File: config.mk
export PLATFORM = sky130hd
export DESIGN_NAME = wildcard_glob_matcher_unit
export DESIGN_NICKNAME = d
export VERILOG_FILES = /design/src/rtl/wgm_pkg.sv /design/src/rtl/wgm_in_reg.sv /design/src/rtl/wgm_nfa.sv /design/src/rtl/wgm_out_reg.sv /design/src/rtl/wildcard_glob_matcher_unit.sv
export SDC_FILE = /design/constraint.sdc
export NUM_CORES = 1
export LEC_CHECK = 0
export ABC_AREA = 1
export BUFFER_PORTS_ARGS = -buffer_cell sky130_fd_sc_hd__buf_2
export CAP_MARGIN = 20
export CELL_PAD_IN_SITES_DETAIL_PLACEMENT = 0
export CELL_PAD_IN_SITES_GLOBAL_PLACEMENT = 1
export CORE_MARGIN = 5
export CORE_UTILIZATION = 40
export CTS_CLUSTER_DIAMETER = 120
export DETAILED_ROUTE_END_ITERATION = 8
export HOLD_SLACK_MARGIN = 0.1
export PLACE_DENSITY_LB_ADDON = 0.1
export SETUP_SLACK_MARGIN = 0.02
export SKIP_CTS_REPAIR_TIMING = 1
export SLEW_MARGIN = 40
export SYNTH_ARGS = -nofsm -noshare
export SYNTH_HDL_FRONTEND = slang
export SYNTH_SLANG_ARGS = --single-unit
File: constraint.sdc
create_clock -name clk -period 3.82 [get_ports clk]
set_input_delay 0.764 -clock clk [delete_from_list [all_inputs] [get_ports clk]]
set_output_delay 0.764 -clock clk [all_outputs]
set_load 0.005 [all_outputs]
File: src/rtl/wgm_pkg.sv
// shared types and constants for the wildcard glob matcher
package wgm_pkg;

	// command codes carried on the input tuser
	typedef enum logic [1:0] {
		CMD_CLEAR  = 2'd0,
		CMD_APPEND = 2'd1,
		CMD_NAME   = 2'd2,
		CMD_END    = 2'd3
	} cmd_t;

	// wildcard bytes
	localparam logic [7:0] CH_STAR  = 8'h2A;
	localparam logic [7:0] CH_QMARK = 8'h3F;

	// one input word after the input register
	typedef struct packed {
		cmd_t       cmd;
		logic [7:0] byte_value;
	} item_t;

	// one result word
	typedef struct packed {
		logic pattern_overflow;
		logic matched;
	} res_t;

endpackage

File: src/rtl/wgm_in_reg.sv
// input register stage between the slave stream and the matcher core
module wgm_in_reg (
	input  logic          clk,
	input  logic          arst_n,
	input  logic          in_valid,
	output logic          in_ready,
	input  wgm_pkg::item_t in_item,
	input  logic          adv,
	output logic          valid_s1,
	output wgm_pkg::item_t item_s1
);

	// stage takes a new word when empty or when its word moves on
	assign in_ready = !valid_s1 || adv;

	// stage valid
	always_ff @(posedge clk or negedge arst_n) begin
		if (!arst_n) begin
			valid_s1 <= 1'b0;
		end else if (in_ready) begin
			valid_s1 <= in_valid;
		end
	end

	// stage payload
	always_ff @(posedge clk) begin
		if (in_ready && in_valid) begin
			item_s1 <= in_item;
		end
	end

endmodule

File: src/rtl/wgm_nfa.sv
// pattern store and active position set, updated once per word
module wgm_nfa #(
	parameter int PATTERN_MAX = 32
) (
	input  logic           clk,
	input  logic           arst_n,
	input  logic           fire,
	input  wgm_pkg::item_t item,
	output wgm_pkg::res_t  res
);

	localparam int LENW = $clog2(PATTERN_MAX + 1);
	localparam int IDXW = (PATTERN_MAX > 1) ? $clog2(PATTERN_MAX) : 1;

	logic [7:0]             store_q [PATTERN_MAX];
	logic [PATTERN_MAX-1:0] star_q;
	logic [PATTERN_MAX-1:0] qmark_q;
	logic [PATTERN_MAX-1:0] mask_q;
	logic [LENW-1:0]        len_q;
	logic                   ovf_q;
	logic [PATTERN_MAX:0]   act_q;

	logic [PATTERN_MAX:0]   star_a;
	logic [PATTERN_MAX:0]   star_b;
	logic [PATTERN_MAX+1:0] star_sum;
	logic [PATTERN_MAX:0]   carry;
	logic [PATTERN_MAX:0]   closed;
	logic [PATTERN_MAX-1:0] stay;
	logic [PATTERN_MAX-1:0] step;
	logic [PATTERN_MAX:0]   nxt;
	logic [PATTERN_MAX:0]   start;
	logic                   full;
	logic [IDXW-1:0]        wr_idx;

	assign start  = (PATTERN_MAX + 1)'(1);
	assign full   = mask_q[PATTERN_MAX-1];
	assign wr_idx = len_q[IDXW-1:0];

	// star closure as a carry chain: stars propagate, active stars generate
	always_comb begin
		star_a   = {1'b0, star_q & mask_q};
		star_b   = star_a & act_q;
		star_sum = {1'b0, star_a} + {1'b0, star_b};
		carry    = star_sum[PATTERN_MAX:0] ^ star_a ^ star_b;
		closed   = act_q | carry;
	end

	// per-position lanes: star holds, literal or '?' steps forward
	always_comb begin
		for (int i = 0; i < PATTERN_MAX; i++) begin
			stay[i] = closed[i] & mask_q[i] & star_q[i];
			step[i] = closed[i] & mask_q[i] & ~star_q[i]
				& (qmark_q[i] | (store_q[i] == item.byte_value));
		end
		nxt = {1'b0, stay} | {step, 1'b0};
	end

	// end-of-name answer
	assign res.matched          = closed[len_q] & ~ovf_q;
	assign res.pattern_overflow = ovf_q;

	// control state
	always_ff @(posedge clk or negedge arst_n) begin
		if (!arst_n) begin
			len_q  <= '0;
			mask_q <= '0;
			ovf_q  <= 1'b0;
			act_q  <= (PATTERN_MAX + 1)'(1);
		end else if (fire) begin
			case (item.cmd)
				wgm_pkg::CMD_CLEAR: begin
					len_q  <= '0;
					mask_q <= '0;
					ovf_q  <= 1'b0;
					act_q  <= start;
				end
				wgm_pkg::CMD_APPEND: begin
					if (full) begin
						ovf_q <= 1'b1;
					end else begin
						len_q  <= len_q + LENW'(1);
						mask_q <= (mask_q << 1) | PATTERN_MAX'(1);
					end
					act_q <= start;
				end
				wgm_pkg::CMD_NAME: begin
					act_q <= nxt;
				end
				default: begin
					act_q <= start;
				end
			endcase
		end
	end

	// pattern bytes and their wildcard marks
	always_ff @(posedge clk) begin
		if (fire && item.cmd == wgm_pkg::CMD_APPEND && !full) begin
			store_q[wr_idx] <= item.byte_value;
			star_q[wr_idx]  <= (item.byte_value == wgm_pkg::CH_STAR);
			qmark_q[wr_idx] <= (item.byte_value == wgm_pkg::CH_QMARK);
		end
	end

endmodule

File: src/rtl/wgm_out_reg.sv
// result register feeding the master stream
module wgm_out_reg (
	input  logic          clk,
	input  logic          arst_n,
	input  logic          load,
	input  wgm_pkg::res_t res,
	output logic          free,
	output logic          out_valid,
	input  logic          out_ready,
	output wgm_pkg::res_t out_res
);

	assign free = !out_valid || out_ready;

	// word held until taken
	always_ff @(posedge clk or negedge arst_n) begin
		if (!arst_n) begin
			out_valid <= 1'b0;
		end else if (load) begin
			out_valid <= 1'b1;
		end else if (out_ready) begin
			out_valid <= 1'b0;
		end
	end

	// result payload
	always_ff @(posedge clk) begin
		if (load) begin
			out_res <= res;
		end
	end

endmodule

File: src/rtl/wildcard_glob_matcher_unit.sv
// top level of the wildcard glob matcher
// Matches a streamed name against a stored wildcard pattern ('*' and '?').
// Slave stream: tuser carries the command (clear pattern, append pattern
// byte, name byte, end of name), tdata carries the byte. Pattern bytes are
// appended one per word; name bytes advance a set of active pattern
// positions, all positions updated in parallel.
// Master stream: one word per end-of-name command, with the match flag and
// the pattern overflow flag; other commands give no word.
// Flow: a word accepted into the input register is processed when it moves
// on from there, which also loads an end-of-name result into the result
// register; the master handshake follows from that register.
// Throughput is one word per cycle, set by the update of the active set
// (one star-closure add across PATTERN_MAX+1 positions), except that an
// end-of-name word waits while the result register is busy.
// Reset clears the pattern length, the overflow flag and the active set
// (start position only) and empties both registers; the pattern bytes are
// left as they are. When the receiver stalls, the result word is held, and
// the input stage stalls only when an end-of-name word would overwrite it.
module wildcard_glob_matcher_unit #(
	parameter int PATTERN_MAX = 32
) (
	input  logic       clk,
	input  logic       arst_n,
	input  logic       s_axis_tvalid,
	output logic       s_axis_tready,
	input  logic [7:0] s_axis_tdata,  // [7:0] byte_value
	input  logic [1:0] s_axis_tuser,  // [1:0] command
	output logic       m_axis_tvalid,
	input  logic       m_axis_tready,
	output logic [7:0] m_axis_tdata   // [0] matched, [1] pattern_overflow, [7:2] zero
);

	wgm_pkg::item_t in_item;
	wgm_pkg::item_t item_s1;
	wgm_pkg::res_t  res;
	wgm_pkg::res_t  out_res;
	logic           valid_s1;
	logic           adv;
	logic           fire;
	logic           out_free;

	// pack the slave word
	assign in_item.cmd        = wgm_pkg::cmd_t'(s_axis_tuser);
	assign in_item.byte_value = s_axis_tdata;

	// a word moves on unless it is a result and the result register is busy
	assign adv  = (item_s1.cmd != wgm_pkg::CMD_END) || out_free;
	assign fire = valid_s1 && adv;

	wgm_in_reg u_in_reg (
		.clk      (clk),
		.arst_n   (arst_n),
		.in_valid (s_axis_tvalid),
		.in_ready (s_axis_tready),
		.in_item  (in_item),
		.adv      (adv),
		.valid_s1 (valid_s1),
		.item_s1  (item_s1)
	);

	wgm_nfa #(
		.PATTERN_MAX (PATTERN_MAX)
	) u_nfa (
		.clk    (clk),
		.arst_n (arst_n),
		.fire   (fire),
		.item   (item_s1),
		.res    (res)
	);

	wgm_out_reg u_out_reg (
		.clk       (clk),
		.arst_n    (arst_n),
		.load      (fire && item_s1.cmd == wgm_pkg::CMD_END),
		.res       (res),
		.free      (out_free),
		.out_valid (m_axis_tvalid),
		.out_ready (m_axis_tready),
		.out_res   (out_res)
	);

	// pack the master word
	assign m_axis_tdata = {6'd0, out_res.pattern_overflow, out_res.matched};

endmodule

==> results.md, run 1 <==
* Synth area leaders: edfxtp_1, dfrtp_1, xor2_1
* Clock skew at 0.0168 ns
* Pint at 7.76 mW
* RSZ-0062 raised after global routing: no
* Peak VDD IR at 0.000265 V
* # rows at 80
* Gr usage total at 19.3%
* Least-Margin Pin Slew at 0.798 ns
* Core Area at 47,400 µm²
* P per Cell Area at 468 nW/µm²
* Hold Violations, Final at 0
* Avg Inst Size Synth at 10.8 µm²
* Die X at 228 µm
* Maximum capacitance violations at 0
* Switching Share at 23.8%
* Share of cells above drive strength 1 at 12.1%
* Clock power share at 42.6%
* Hold Crit Class: in -> async
* Power share of the combinational group at 8.8%
* H-tree levels at 2
* DRC viols at 0
* Port Buf Inserts at 17
* Relative slew slack at 46.7%
* HPWL Detailed at 34,600 µm
* Pins Over Slew Limit at 0
* Initial Util at 40.2%
* Cell taking the most area after synthesis: edfxtp_1
* P&R area growth vs syn at 14.3%
* Final setup fails at 0
* Yosys Warn Count at 0
* Number of diodes at 0
* Asr flop ratio synth at 18.2%
* Post-route ant nets at 0
* GRT overflow at 0
* EDFF count, synth at 332
* Most frequent cells in the layout: edfxtp_1, nand2_1, inv_1
* Via count at 12,759
* Critical Path RT at 4.14 ns
* Synth Flop Type: edfxtp_1
* Leak at 8.17 nW
* Switching power total at 2.43 mW
* Routability-driven placement congestion ratio at 0.880
* DR WL/cell at 20.2 µm
* Worst EP arrival at 3.17 ns
* I/O pin count at 24
* CTS max path bufs at 3
* CP Capture Type: register
* Part of the cycle the worst path needs at 74.6%
* Worst setup SP type: register
* Total power at 10.2 mW
* Synth top area share at 52.3%
* Vias in the first global route at 12,922
* Gate Count Post-Synth at 1,761
* Setup TNS at 0 ns
* Synth Cell Area at 19,100 µm²
* Largest net degree at the start of global routing at 70
* Fin crit period at 2.85 ns
* Antenna violations before repair at 0
* First DRT Iteration DRCs at 1,075
* Reg power frac at 48.7%
* Layout Nets at 1,862
* Clock Latency Late Sink at 0.57 ns
* CTS root buffer: clkbuf_16
* Most common cell after layout, fill and taps aside: edfxtp_1
* #FFs+latches synth at 406
* Vias/cell at 5.12
* Num CTS Buffers at 45
* Clock transition at the registers of the reported paths at 0.06 ns
* Critical-path maximum fanout at 13
* Setup CP Type: reg -> reg
* Layout Utilization at 45.9%
* CTS tree: done
* Register area share after synthesis at 62.1%
* CP Launch Point: u_nfa.len_q[0]
* First-pass GRT wire length at 78,100 µm
* Clock tree sinks at 406
* Status: finished clean
* Highest clock rate at 0.351 GHz
* Yosys cell types at 48
* DRT Pass-1 Iters at 5
* Total Wirelength at 50,400 µm
* Die Y at 228 µm
* Reg2reg start: u_nfa.len_q[0]
* Die area at 52,100 µm²
==> power by group through the flow <==
stage | Clock [mW] | Combinational (mW) | Sequential, mW
finish | 4.34 | 0.894 | 4.96
global route | 4.63 | 0.996 | 4.97
CTS | 4.46 | 0.908 | 4.96
detailed placement | 0 | 0.905 | 5.05
global placement | 0 | 0.903 | 5.05
floorplan | 0 | 0.596 | 5.01
==> cell type report <==
type | count | area, µm²
clock buffer | 61 | 1240
clock inverter | 21 | 226
fill | 4488 | 25700
inverter | 183 | 687
multi-input combinational | 1121 | 6300
sequential | 406 | 11800
tap | 615 | 769
timing repair buffer | 86 | 734
==> sequential cells by signal, summed over array words and instances (netlist names) <==
register	cells
u_in_reg.item_s1	10
u_in_reg.valid_s1	1
u_nfa.act_q	33
u_nfa.len_q	6
u_nfa.mask_q	32
u_nfa.ovf_q	1
u_nfa.qmark_q	32
u_nfa.star_q	32
u_nfa.store_q	256
u_out_reg.out_res	2
u_out_reg.out_valid	1
==> cell usage after synthesis, drive strengths merged, types with 33 or more instances <==
library cell and number:
a21oi 40, buf 35, dfrtp 73, edfxtp 332, inv 183, nand2 323, nand3 72, nor2 166
o21ai 87, o22ai 38, or2 33, xnor2 76, xor2 134
==> per-layer routing <==
metal | part of all wire (%) | vias to the layer above | GRT usage [%]
met5 | 0 | - | 0
li1 | - | 6176 | -
met3 | 4.4 | 70 | 3.12
met4 | 2.2 | 0 | 5.03
met1 | 50 | 6296 | 29.0
met2 | 44 | 217 | 29.3
==> stage by stage <==
step	instance area (µm²)	hold slack (ns)	worst slack, ns	std cells
after detailed placement	20300	0.493	0.965	2411
after global routing	21800	0.272	0.786	2493
after floorplan	19100	0.447	0.224	1766
after global placement	20300	0.487	0.985	2411
final	21800	0.228	0.971	2493
after CTS	21800	0.233	0.935	2493
==> final timing paths <==
| path | to | slack, ns | cells past startpoint |
|---|---|---|---|
| setup / recovery | u_out_reg.out_res[0] | 0.97 | 11 |
| hold / removal | u_nfa.act_q[3] | 0.23 | 1 |
| setup reg to reg | u_out_reg.out_res[0] | 0.97 | 11 |
| hold reg to reg | u_out_reg.out_res[1] | 0.50 | 0 |
| max in group asynchronous | u_nfa.mask_q[1] | 3.02 | 2 |
| min in group clk | u_in_reg.item_s1[7] | 0.37 | 1 |
==> worst max-delay path, cell delays in order, from the launching register on <==
cell      delay (ns)
dfrtp_1         0.63
inv_1           0.36
nor2_1          0.63
inv_1           0.23
o221ai_1        0.25
nand2_1         0.07
nand2_1         0.06
nand2_1         0.06
nand3_1         0.08
nor2_1          0.06
nand3_1         0.10
a21oi_2         0.06
==> cell families after synthesis <==
logic type / Yosys count / synth area share [%]
AO/OA/AOI/OAI: 222 / 7.07
XOR/XNOR: 210 / 9.65
adder cells (fa/ha/maj): 5 / 0.328
buffers and inverters: 239 / 5.04
flip-flops: 406 / 62.1
other: 1 / 0.0197
AND/OR/NAND/NOR: 678 / 15.8
Note: power is estimated with default switching activity, not from simulation.
==> inputs of run 2 (changes only) <==
Clock period 3.82 ns to 2.7 ns, I/O delays scaled along.
==> results.md, run 2 (same netlist as run 1, synthesis figures left out) <==
* Critical Path RT at 3.14 ns
* Critical path's top delay family: simple AND/OR/NAND/NOR gates
* Max reg flops at 256
* CTS tree: done
* Initial Util at 40.2%
* P per Cell Area at 652 nW/µm²
* WHS Path Cells at 1
* Most common cell after layout, fill and taps aside: edfxtp_1
* Clock skew at 0.0154 ns
* CTS root buffer: clkbuf_16
* RSZ-0062 raised after global routing: no
* Part of the cycle the worst path needs at 90.9%
* Largest Register: u_nfa.store_q
* Via count at 12,824
* CP Capture Type: register
* DRC viols at 0
* Hold Startpoint: s_axis_tdata[2]
* Flop2flop setup slack at 0.24 ns
* Routability-driven placement congestion ratio at 0.927
* Die Y at 228 µm
* Crit-path cells: nand2_2 -> nor2_2 -> ha_1 -> inv_1 -> nand2_1 -> nand3_2 -> nand2_2 -> nand2_2 -> nand2_2 -> nand2_1 -> nand2_1 -> nand2_2 -> nand2_2 -> nand2_1 -> nand3_1 -> nand2_1 -> nand2_1 -> nand2_1 -> nor2_1 -> nand3_1 -> a21oi_2
* Worst Path Buf+Inv at 1
* Fin Hold WS at 0.120 ns
* Clock Latency Late Sink at 0.59 ns
* Post-place setup slack at 0.206 ns
* Number of diodes at 0
* Antenna violations before repair at 1
* DRT Pass-1 Iters at 5
* CTS max path bufs at 3
* Reg2reg start: u_nfa.act_q[0]
* DR WL/cell at 20.1 µm
* Num CTS Buffers at 46
* Fin crit period at 2.46 ns
* Worst setup SP type: register
* Reg2reg end: u_out_reg.out_res[0]
* Setup CP Type: reg -> reg
* Largest net degree at the start of global routing at 53
* Biggest regs: u_nfa.store_q (256), u_nfa.act_q (33)
* Setup TNS at 0 ns
* Share of cells above drive strength 1 at 13.7%
* Hold Violations, Final at 0
* Max incr delay on CP at 0.54 ns
* Fin worst setup slack at 0.245 ns
* Status: finished clean
* H-tree levels at 2
* Hold EP: u_in_reg.item_s1[2]
* Maximum capacitance violations at 0
* Peak VDD IR at 0.000511 V
* CP Launch Point: u_nfa.act_q[0]
* Highest clock rate at 0.407 GHz
* GRT overflow at 0
* Most used cell, CP: nand2_1
* Gr usage total at 19.4%
* Critical-path maximum fanout at 3
* Core Area at 47,400 µm²
* # rows at 80
* First-pass GRT wire length at 78,400 µm
* Clock transition at the registers of the reported paths at 0.06 ns
* Port Buf Inserts at 17
* Pins Over Slew Limit at 0
* Post-route ant nets at 0
* Layout Nets at 1,890
* R2R cell count at 21
* Vias in the first global route at 12,751
* Final instance area at 22,100 µm²
* Die area at 52,100 µm²
* Placed inst area at 20,500 µm²
* Hold Crit Class: in -> reg
* Clock tree sinks at 406
* Relative slew slack at 54.5%
* Leak at 8.32 nW
* Critical path's slowest cell: dfstp_2
* Total Wirelength at 50,800 µm
* Worst EP arrival at 2.90 ns
* P&R area growth vs syn at 15.8%
* HPWL Detailed at 36,200 µm
* Die X at 228 µm
* Least-Margin Pin Slew at 0.677 ns
* Most frequent cells in the layout: edfxtp_1, nand2_1, inv_1
* Final setup fails at 0
* Vias/cell at 5.09
* Layout Utilization at 46.5%
* I/O pin count at 24
* First DRT Iteration DRCs at 836
run 2: cell types whose count changed in the layout (fill, tap and decap cells not counted), moves of 6 or more:
cell      before  now
nand2_1      308  300
buf_4         59   81
clkinv_1       9    3
clkbuf_1      13   19
nand2_2       15   23
run 2: stage by stage:
| step | total power, mW | instances |
|---|---|---|
| after floorplan | 7.94 | 1766 |
| after global placement | 8.50 | 2434 |
| after CTS | 14.6 | 2517 |
| after global routing | 15.0 | 2521 |
| after detailed placement | 8.50 | 2434 |
| final | 14.4 | 2521 |
run 2: cell type report:
class                   count  area [µm²]
multi-input cells        1121        6340
clock inverters            14         171
well taps                 615         769
repair buffers            113         978
flip-flops and latches    406       11800
inverters                 183         687
clock buffers              69        1290
fillers                  4394       25400
run 2: routing by layer:
metal  track usage, %  vias up  share of wire [%]
met5                0        -                  0
met4             4.84        0                2.1
li1                 -     6237                  -
met1             29.4     6294                 50
met3             3.13       67                4.5
met2             29.3      226                 43
run 2: worst max path at each step:
stage | endpoint | slack (ns) | cells past startpoint
after floorplan | u_nfa.qmark_q[0] | 0.31 | 5
after global placement | u_out_reg.out_res[0] | 0.31 | 21
after detailed placement | u_out_reg.out_res[0] | 0.21 | 19
after CTS | u_out_reg.out_res[0] | 0.18 | 19
after global routing | u_out_reg.out_res[0] | 0.04 | 21
final | u_out_reg.out_res[0] | 0.24 | 21
run 2: power by group:
| group | internal, mW | leakage [nW] | switching, mW |
|---|---|---|---|
| clock | 3.51 | 0.699 | 2.49 |
| sequential | 6.88 | 4.02 | 0.117 |
| combinational | 0.473 | 3.60 | 0.909 |
| total | 10.9 | 8.32 | 3.51 |
